**src/design/i2cm_pkg.sv**
```systemverilog
package i2cm_pkg;

  localparam int unsigned PT_W          = 10;
  localparam logic [PT_W-1:0] PT_RESET  = 10'd10;
  localparam int unsigned ADDR_W        = 3;
  localparam int unsigned DATA_W        = 32;

  // function codes of an input beat
  localparam logic [1:0] FUNC_TICK  = 2'd0;
  localparam logic [1:0] FUNC_WRITE = 2'd1;
  localparam logic [1:0] FUNC_READ  = 2'd2;

  // pin phases
  typedef enum logic [4:0] {
    PH_IDLE    = 5'd0,
    PH_ST_SDA1 = 5'd1,
    PH_ST_SCL1 = 5'd2,
    PH_ST_SDA0 = 5'd3,
    PH_ST_SCL0 = 5'd4,
    PH_TX_SDA  = 5'd5,
    PH_TX_SCL1 = 5'd6,
    PH_TX_SCL0 = 5'd7,
    PH_AK_SDA1 = 5'd8,
    PH_AK_SCL1 = 5'd9,
    PH_AK_READ = 5'd10,
    PH_AK_SCL0 = 5'd11,
    PH_RX_SDA1 = 5'd12,
    PH_RX_SCL1 = 5'd13,
    PH_RX_READ = 5'd14,
    PH_RX_SCL0 = 5'd15,
    PH_MA_SDA  = 5'd16,
    PH_MA_SCL1 = 5'd17,
    PH_MA_SCL0 = 5'd18,
    PH_WAIT    = 5'd19,
    PH_SP_SDA0 = 5'd20,
    PH_SP_SCL1 = 5'd21,
    PH_SP_SDA1 = 5'd22
  } phase_t;

  // which byte of the transaction is on the wire
  typedef enum logic [2:0] {
    STG_DEV  = 3'd0,
    STG_REG  = 3'd1,
    STG_DATA = 3'd2,
    STG_RDEV = 3'd3,
    STG_RX   = 3'd4
  } stage_t;

  typedef struct packed {
    logic       scl_out;
    logic       sda_out;
    logic       busy_res;
    logic [7:0] rd_byte;
    logic       rd_valid;
    logic       rd_last;
    logic       nack_seen;
  } res_t;

endpackage

```
**src/design/i2c_master_register_access.sv**
```systemverilog
// Throughput: one tick beat per clock while in_stall is low; each accepted beat advances
// the pin sequencer once, and its result is registered into the output register or skid.
// The two-deep output (register plus skid) takes one more beat while out_stall is high.
// Reset (rst_n low, synchronous): sequencer idle, both pins released high, nack flag clear,
// phase_ticks back to 10, output and skid empty.
module i2c_master_register_access (
  input  logic                          clk,
  input  logic                          rst_n,
  // tick channel
  input  logic                          in_valid,
  output logic                          in_stall,
  input  logic [1:0]                    in_func,
  input  logic [6:0]                    in_dev_addr,
  input  logic [7:0]                    in_reg_addr,
  input  logic [7:0]                    in_wr_data,
  input  logic [7:0]                    in_rd_len,
  input  logic                          in_sda_in,
  // result channel
  output logic                          out_valid,
  input  logic                          out_stall,
  output logic                          out_scl_out,
  output logic                          out_sda_out,
  output logic                          out_busy_res,
  output logic [7:0]                    out_rd_byte,
  output logic                          out_rd_valid,
  output logic                          out_rd_last,
  output logic                          out_nack_seen,
  // configuration
  input  logic                          psel,
  input  logic                          penable,
  input  logic                          pwrite,
  input  logic [i2cm_pkg::ADDR_W-1:0]   paddr,
  input  logic [i2cm_pkg::DATA_W-1:0]   pwdata,
  output logic [i2cm_pkg::DATA_W-1:0]   prdata,
  output logic                          pready
);
  import i2cm_pkg::*;

  // ---------------------------------------------------------------- config
  logic [PT_W-1:0] phase_ticks_r;
  logic            cfg_hit;

  assign pready  = 1'b1;
  // register 0 occupies byte addresses 0..3
  assign cfg_hit = (paddr[ADDR_W-1] == 1'b0);
  assign prdata  = cfg_hit ? {{(DATA_W-PT_W){1'b0}}, phase_ticks_r} : '0;

  always_ff @(posedge clk) begin
    if (!rst_n) begin
      phase_ticks_r <= PT_RESET;
    end else if (psel && penable && pwrite && pready && cfg_hit) begin
      phase_ticks_r <= pwdata[PT_W-1:0];
    end
  end

  // ---------------------------------------------------------------- state
  phase_t          ph_r, ph_nxt;
  stage_t          stage_r, stage_nxt;
  logic [PT_W-1:0] tick_cnt_r, tick_cnt_nxt;
  logic [2:0]      bit_idx_r, bit_idx_nxt;
  logic [7:0]      shift_r, shift_nxt;
  logic [7:0]      bytes_left_r, bytes_left_nxt;
  logic            nack_r, nack_nxt;
  logic            scl_r, scl_nxt;
  logic            sda_r, sda_nxt;
  // held command
  logic            cmd_rd_r, cmd_rd_nxt;
  logic [6:0]      cmd_dev_r, cmd_dev_nxt;
  logic [7:0]      cmd_reg_r, cmd_reg_nxt;
  logic [7:0]      cmd_data_r, cmd_data_nxt;

  logic            in_acc;
  logic            do_enter;
  phase_t          tgt;
  logic [PT_W-1:0] tick_dec;
  logic [PT_W-1:0] tick_load;
  logic [2:0]      bit_sel;
  logic            emit_vld;
  logic            emit_last;
  logic [7:0]      emit_byte;
  res_t            res;

  assign tick_load = (phase_ticks_r == '0) ? {{(PT_W-1){1'b0}}, 1'b1} : phase_ticks_r;
  assign tick_dec  = (tick_cnt_r != '0) ? tick_cnt_r - {{(PT_W-1){1'b0}}, 1'b1} : '0;

  // One tick of the sequencer: pick the next phase, then apply its entry action.
  always_comb begin
    ph_nxt         = ph_r;
    stage_nxt      = stage_r;
    tick_cnt_nxt   = tick_cnt_r;
    bit_idx_nxt    = bit_idx_r;
    shift_nxt      = shift_r;
    bytes_left_nxt = bytes_left_r;
    nack_nxt       = nack_r;
    scl_nxt        = scl_r;
    sda_nxt        = sda_r;
    cmd_rd_nxt     = cmd_rd_r;
    cmd_dev_nxt    = cmd_dev_r;
    cmd_reg_nxt    = cmd_reg_r;
    cmd_data_nxt   = cmd_data_r;
    do_enter       = 1'b0;
    tgt            = PH_IDLE;
    emit_vld       = 1'b0;
    emit_last      = 1'b0;
    emit_byte      = '0;

    if (ph_r == PH_IDLE) begin
      if (in_func == FUNC_WRITE || in_func == FUNC_READ) begin
        cmd_rd_nxt     = (in_func == FUNC_READ);
        cmd_dev_nxt    = in_dev_addr;
        cmd_reg_nxt    = in_reg_addr;
        cmd_data_nxt   = in_wr_data;
        bytes_left_nxt = (in_rd_len == '0) ? 8'd1 : in_rd_len;
        nack_nxt       = 1'b0;
        stage_nxt      = STG_DEV;
        bit_idx_nxt    = '0;
        shift_nxt      = '0;
        do_enter       = 1'b1;
        tgt            = PH_ST_SDA1;
      end
    end else begin
      tick_cnt_nxt = tick_dec;
      if (tick_dec == '0) begin
        do_enter = 1'b1;
        unique case (ph_r)
          PH_ST_SDA1: tgt = PH_ST_SCL1;
          PH_ST_SCL1: tgt = PH_ST_SDA0;
          PH_ST_SDA0: tgt = PH_ST_SCL0;
          PH_ST_SCL0: begin
            bit_idx_nxt = '0;
            tgt         = PH_TX_SDA;
            if (stage_r == STG_DEV) begin
              shift_nxt = {cmd_dev_r, 1'b0};
            end else begin
              stage_nxt = STG_RDEV;
              shift_nxt = {cmd_dev_r, 1'b1};
            end
          end
          PH_TX_SDA:  tgt = PH_TX_SCL1;
          PH_TX_SCL1: tgt = PH_TX_SCL0;
          PH_TX_SCL0: begin
            if (bit_idx_r == 3'd7) begin
              tgt = PH_AK_SDA1;
            end else begin
              bit_idx_nxt = bit_idx_r + 3'd1;
              tgt         = PH_TX_SDA;
            end
          end
          PH_AK_SDA1: tgt = PH_AK_SCL1;
          PH_AK_SCL1: tgt = PH_AK_READ;
          PH_AK_READ: tgt = PH_AK_SCL0;
          PH_AK_SCL0: begin
            priority if (stage_r == STG_DEV) begin
              stage_nxt   = STG_REG;
              shift_nxt   = cmd_reg_r;
              bit_idx_nxt = '0;
              tgt         = PH_TX_SDA;
            end else if (stage_r == STG_REG) begin
              stage_nxt = STG_DATA;
              if (cmd_rd_r) begin
                tgt = PH_ST_SDA1;
              end else begin
                shift_nxt   = cmd_data_r;
                bit_idx_nxt = '0;
                tgt         = PH_TX_SDA;
              end
            end else if (stage_r == STG_RDEV) begin
              stage_nxt   = STG_RX;
              shift_nxt   = '0;
              bit_idx_nxt = '0;
              tgt         = PH_RX_SDA1;
            end else begin
              tgt = PH_SP_SDA0;
            end
          end
          PH_RX_SDA1: tgt = PH_RX_SCL1;
          PH_RX_SCL1: tgt = PH_RX_READ;
          PH_RX_READ: tgt = PH_RX_SCL0;
          PH_RX_SCL0: begin
            if (bit_idx_r == 3'd7) begin
              tgt = PH_MA_SDA;
            end else begin
              bit_idx_nxt = bit_idx_r + 3'd1;
              tgt         = PH_RX_SCL1;
            end
          end
          PH_MA_SDA:  tgt = PH_MA_SCL1;
          PH_MA_SCL1: tgt = PH_MA_SCL0;
          PH_MA_SCL0: begin
            if (bytes_left_r <= 8'd1) begin
              bytes_left_nxt = '0;
              tgt            = PH_WAIT;
            end else begin
              bytes_left_nxt = bytes_left_r - 8'd1;
              shift_nxt      = '0;
              bit_idx_nxt    = '0;
              tgt            = PH_RX_SDA1;
            end
          end
          PH_WAIT:    tgt = PH_SP_SDA0;
          PH_SP_SDA0: tgt = PH_SP_SCL1;
          PH_SP_SCL1: tgt = PH_SP_SDA1;
          default: begin
            // end of stop condition
            do_enter     = 1'b0;
            ph_nxt       = PH_IDLE;
            tick_cnt_nxt = '0;
            stage_nxt    = STG_DEV;
          end
        endcase
      end
    end

    bit_sel = 3'd7 - bit_idx_nxt;
    if (do_enter) begin
      ph_nxt       = tgt;
      tick_cnt_nxt = tick_load;
      unique case (tgt)
        PH_ST_SDA1, PH_AK_SDA1, PH_RX_SDA1, PH_SP_SDA1: sda_nxt = 1'b1;
        PH_ST_SDA0, PH_SP_SDA0:                         sda_nxt = 1'b0;
        PH_ST_SCL1, PH_TX_SCL1, PH_AK_SCL1, PH_RX_SCL1,
        PH_MA_SCL1, PH_SP_SCL1:                         scl_nxt = 1'b1;
        PH_ST_SCL0, PH_TX_SCL0, PH_AK_SCL0, PH_RX_SCL0,
        PH_MA_SCL0:                                     scl_nxt = 1'b0;
        PH_TX_SDA:  sda_nxt = shift_nxt[bit_sel];
        PH_AK_READ: begin
          if (in_sda_in) nack_nxt = 1'b1;
        end
        PH_RX_READ: begin
          shift_nxt[bit_sel] = shift_nxt[bit_sel] | in_sda_in;
          if (bit_idx_nxt == 3'd7) begin
            emit_vld  = 1'b1;
            emit_byte = shift_nxt;
            emit_last = (bytes_left_nxt <= 8'd1);
          end
        end
        PH_MA_SDA:  sda_nxt = (bytes_left_nxt <= 8'd1);  // NACK on the last byte
        default: ;
      endcase
    end

    res.scl_out   = scl_nxt;
    res.sda_out   = sda_nxt;
    res.busy_res  = (ph_nxt != PH_IDLE);
    res.rd_byte   = emit_byte;
    res.rd_valid  = emit_vld;
    res.rd_last   = emit_last;
    res.nack_seen = nack_nxt;
  end

  assign in_acc = in_valid && !in_stall;

  always_ff @(posedge clk) begin
    if (!rst_n) begin
      ph_r         <= PH_IDLE;
      stage_r      <= STG_DEV;
      tick_cnt_r   <= '0;
      bit_idx_r    <= '0;
      shift_r      <= '0;
      bytes_left_r <= '0;
      nack_r       <= 1'b0;
      scl_r        <= 1'b1;
      sda_r        <= 1'b1;
      cmd_rd_r     <= 1'b0;
      cmd_dev_r    <= '0;
      cmd_reg_r    <= '0;
      cmd_data_r   <= '0;
    end else if (in_acc) begin
      ph_r         <= ph_nxt;
      stage_r      <= stage_nxt;
      tick_cnt_r   <= tick_cnt_nxt;
      bit_idx_r    <= bit_idx_nxt;
      shift_r      <= shift_nxt;
      bytes_left_r <= bytes_left_nxt;
      nack_r       <= nack_nxt;
      scl_r        <= scl_nxt;
      sda_r        <= sda_nxt;
      cmd_rd_r     <= cmd_rd_nxt;
      cmd_dev_r    <= cmd_dev_nxt;
      cmd_reg_r    <= cmd_reg_nxt;
      cmd_data_r   <= cmd_data_nxt;
    end
  end

  // ---------------------------------------------------------------- output + skid
  logic out_vld_r;
  logic skid_vld_r;
  res_t out_r;
  res_t skid_r;
  logic out_take;

  assign out_take = out_vld_r && !out_stall;
  // input stalls only once the skid beat is occupied
  assign in_stall = skid_vld_r;

  always_ff @(posedge clk) begin
    if (!rst_n) begin
      out_vld_r  <= 1'b0;
      skid_vld_r <= 1'b0;
    end else if (in_acc) begin
      if (!out_vld_r || out_take) begin
        out_vld_r <= 1'b1;
      end else begin
        skid_vld_r <= 1'b1;
      end
    end else if (out_take) begin
      if (skid_vld_r) begin
        skid_vld_r <= 1'b0;
      end else begin
        out_vld_r <= 1'b0;
      end
    end
  end

  always_ff @(posedge clk) begin
    if (in_acc) begin
      if (!out_vld_r || out_take) begin
        out_r <= res;
      end else begin
        skid_r <= res;
      end
    end else if (out_take && skid_vld_r) begin
      out_r <= skid_r;
    end
  end

  assign out_valid     = out_vld_r;
  assign out_scl_out   = out_r.scl_out;
  assign out_sda_out   = out_r.sda_out;
  assign out_busy_res  = out_r.busy_res;
  assign out_rd_byte   = out_r.rd_byte;
  assign out_rd_valid  = out_r.rd_valid;
  assign out_rd_last   = out_r.rd_last;
  assign out_nack_seen = out_r.nack_seen;

  // ---------------------------------------------------------------- checks
  a_skid_behind_out: assert property (@(posedge clk) disable iff (!rst_n)
    skid_vld_r |-> out_vld_r)
    else $error("skid beat held with output register empty");

  a_idle_no_count: assert property (@(posedge clk) disable iff (!rst_n)
    (ph_r == PH_IDLE) |-> (tick_cnt_r == '0))
    else $error("tick counter running while idle");

  a_busy_counting: assert property (@(posedge clk) disable iff (!rst_n)
    (ph_r != PH_IDLE) |-> (tick_cnt_r != '0))
    else $error("phase active with expired tick counter");

  a_emit_in_rx: assert property (@(posedge clk) disable iff (!rst_n)
    (in_acc && emit_vld) |-> (ph_nxt == PH_RX_READ && stage_r == STG_RX))
    else $error("read byte emitted outside a receive bit");

endmodule

```
**config.mk**
```make
export PLATFORM = sky130hd
export DESIGN_NAME = i2c_master_register_access
export DESIGN_NICKNAME = d
export VERILOG_FILES = /design/src/design/i2cm_pkg.sv /design/src/design/i2c_master_register_access.sv
export SDC_FILE = /design/constraint.sdc
export NUM_CORES = 1
export LEC_CHECK = 0
export BUFFER_PORTS_ARGS = -buffer_cell sky130_fd_sc_hd__buf_4
export CORE_UTILIZATION = 30
export DETAILED_ROUTE_END_ITERATION = 12
export PLACE_DENSITY = 0.61
export REMOVE_ABC_BUFFERS = 1
export SETUP_SLACK_MARGIN = 0.05
export SLEW_MARGIN = 20
export SYNTH_ARGS = -nofsm -noshare
export SYNTH_HDL_FRONTEND = slang
export SYNTH_SLANG_ARGS = --single-unit
```
**constraint.sdc**
```tcl
create_clock -name clk -period 3.3 [get_ports clk]
set_input_delay 0.495 -clock clk [delete_from_list [all_inputs] [get_ports clk]]
set_output_delay 0.495 -clock clk [all_outputs]
set_load 0.01 [all_outputs]
```
==> flow_metrics.env <==
export IMPL_outcome="finished, final reports clean"
export IMPL_synth_area_sq_um=6460
export IMPL_synth_adder_area_share_pct=0.968
export IMPL_startpoint="tick_cnt_r[0]"
export IMPL_wl_per_cell_um=15.1
export IMPL_antenna_cells=0
export IMPL_dieArea_sq_um=22100
export IMPL_dpl_cell_count=1147
export IMPL_slowest_stage="dfxtp_4"
export IMPL_grt_max_degree=79
export IMPL_cts_root_buf="clkbuf_16"
export IMPL_power_per_cell_area_nw_per_um2=798
export IMPL_detail_route_vias_per_cell=5.19
export IMPL_pre_cts_ws_ns=-0.00889
export IMPL_numCtsBuffers=9
export IMPL_layout_commonest_cell="nand2_1"
export IMPL_ys_ff_latch=104
export IMPL_hpwl_mm=12.3
export IMPL_io_pins=125
export IMPL_yosysWarnings=0
export IMPL_clock_sinks=104
export IMPL_clock_latency_ns=0.36
export IMPL_worstPathRequired_ns=3.41
export IMPL_synth_top_family_by_area="compound AO/OA/AOI/OAI gates"
export IMPL_syn_inst=802
export IMPL_post_route_util_pct=37.6
export IMPL_wirelength_mm=17.6
export IMPL_min_delay_start="pwdata[3]"
export IMPL_ant_nets=0
export IMPL_synth_distinct_cells=81
export IMPL_worst_path_largest_cell_delay_ns=0.38
export IMPL_setup_violations=0
export IMPL_nNetsFinal=967
export IMPL_h_tree_depth=3
export IMPL_synth_top_area_share_pct=23.5
export IMPL_syn_avg_cell_area_sq_um=8.06
export IMPL_die_y_um=149
export IMPL_drive_gt1_share_pct=22.3
export IMPL_fmax_mhz=319
export IMPL_die_w_um=149
export IMPL_core_area_sq_um=21100
export IMPL_vias=6048
export IMPL_r2r_start="tick_cnt_r[0]"
export IMPL_grt_pass1_vias=5662
export IMPL_arrival_ns=3.25
export IMPL_worstRegToRegCells=12
export IMPL_grt_use_total_pct=16.1
export IMPL_ir_worst_vdd_mv=0.404
export IMPL_r2r_slack_ns=0.16
export IMPL_synthArstFlopShare_pct=0
export IMPL_worstSetupPathType="reg -> reg"
export IMPL_p_leak_nw=3.09
export IMPL_grt_first_pass_wirelength_mm=28.7
export IMPL_holdPathEnd="phase_ticks_r[3]"
export IMPL_crit_chain="inv_1 -> ha_2 -> o21bai_1 -> a221oi_4 -> o221a_4 -> and3_4 -> nand2_1 -> nor4b_1 -> a21oi_1 -> and4_1 -> and3_1 -> mux2_2"
export IMPL_hold_viol=0
export IMPL_muxShareOfSynthArea_pct=1.88
export IMPL_synth_xor_area_share_pct=0.271
export IMPL_io_buffers=77
export IMPL_layout_setup_ws_ns=0.162
export IMPL_r2r_end="out_rd_last"
export IMPL_routabilityCongestion=0.916
export IMPL_cts_buffer_depth=2
export IMPL_synth_area_leader_cell="dfxtp_1"
export IMPL_areaGrowthSynthToFinish_pct=22.5
export IMPL_placement_rows=53
export IMPL_dr_pass1_iters=5
export IMPL_synth_compound_area_share_pct=26.8
export IMPL_cap_violations=0
export IMPL_finalCritPeriodShare_pct=95.1
export IMPL_path_max_fanout=6
export IMPL_grt_ovfl_total=0
export IMPL_hold_path_class="in -> reg"
export IMPL_synth_edf_count=28
export IMPL_min_delay_path_depth=3
export IMPL_yosys_area_share_simple_pct=25.7
export IMPL_synth_area_leaders="dfxtp_1, edfxtp_1, nand2_1"
export IMPL_end_kind="flop"
export IMPL_slew_viol_final=0
export IMPL_clk_pin_slew_ns=0.08
export IMPL_relSlewSlack_pct=44.8
export IMPL_initial_core_util_pct=30.7
export IMPL_tritoncts="built"
export IMPL_rsz0062_at_grt="false"
export IMPL_hold_buffers=0
export IMPL_fin_worst_hold_slack_ns=0.337
export IMPL_period_needed_ns=3.14
export IMPL_yosysSeqAreaShare_pct=36.5
export IMPL_start_kind="flop"
export IMPL_antenna_found_initial=0
export IMPL_clock_skew_ns=0.0112
export IMPL_stdcell_count=1166
export IMPL_synth_main_ff_cell="dfxtp_1"
export IMPL_drt_initial_drc_count=510
export IMPL_drc=0
export IMPL_tightestPinTransition_ns=0.826
export IMPL_layout_common_cells="nand2_1, buf_4, dfxtp_1"
[worst max path at each step]
stage,end,cells past startpoint
2_1_floorplan,out_rd_last,13
3_3_place_gp,out_rd_byte[0],14
3_5_place_dp,out_sda_out,13
4_1_cts,out_rd_byte[0],11
5_1_grt,shift_r[6],11
6_report,out_rd_last,12
[cell usage after synthesis, drive strengths merged (8+ instances only)]
| master | count |
|---|---|
| nand2 | 144 |
| dfxtp | 76 |
| nor2 | 56 |
| o21ai | 49 |
| clkbuf | 43 |
| a21oi | 41 |
| buf | 39 |
| a21boi | 38 |
| edfxtp | 28 |
| nor2b | 24 |
| and2 | 20 |
| nor3 | 19 |
| nand3 | 17 |
| inv | 16 |
| o31ai | 15 |
| o211a | 14 |
| nand2b | 11 |
| a31oi | 10 |
| nor4 | 10 |
| o221ai | 9 |
| o211ai | 8 |
[flip-flops by register name (all words and copies together) (netlist names), 7 cells and up]
register,cells
bytes_left_r,8
cmd_data_r,8
cmd_dev_r,7
cmd_reg_r,8
out_rd_byte,8
phase_ticks_r,10
shift_r,8
skid_r,14
tick_cnt_r,10
[through the flow]
step           area, sq um  setup TNS, ns  power (mW)
2_1_floorplan         6100          -1.63        3.66
3_5_place_dp          7460       -0.00889        4.86
4_1_cts               7750              0        5.95
5_1_grt               7920              0        6.77
3_3_place_gp          7460              0        4.85
6_report              7920              0        6.32
[kinds of logic after synthesis]
| family | after synthesis |
|---|---|
| muxes | 11 |
| xor gates and xnor gates | 2 |
| DFF | 104 |
| and+or+nand+nor | 336 |
| other | 2 |
| buffers and inverters | 98 |
| adders and majority gates | 5 |
| AOI/OAI and AO/OA | 244 |
[where the power goes]
group	switching [mW]	total [mW]	internal [mW]
Combinational	2.01	3.51	1.50
Sequential	0.225	1.75	1.52
Clock	0.541	1.07	0.527
Total	2.77	6.32	3.55
[critical path: cells and delay by family (launching register included)]
kind | cells | cell delay (ns)
simple gates | 5 | 1.04
compound gates | 4 | 0.90
buf+inv | 1 | 0.08
flops | 1 | 0.38
mux | 1 | 0.26
fa+ha+maj | 1 | 0.22
[layout make-up]
type	instances	area, sq um
inverter	16	60.1
sequential	104	2370
fill	2190	13200
clock inverter	7	61.3
timing repair buffer	134	1050
clock buffer	9	225
tap	275	344
multi-input combinational	621	3810
[per-layer routing]
layer  vias up  part of all wire (%)  GRT usage, %
met5         -                     0             0
met4         0                   1.9          4.95
met3        22                   5.5          3.46
met2       211                    45          25.0
met1      2778                    48          22.2
li1       3037                     -             -
[repair_timing]
item / in CTS / in global routing
gates cloned: 0 / 1
gates resized for setup: 3 / 28
endpoints found under the setup margin: 5 / 21
pin swaps: 0 / 5
setup buffers: 0 / 2
Note: power is estimated with default switching activity, not from simulation.
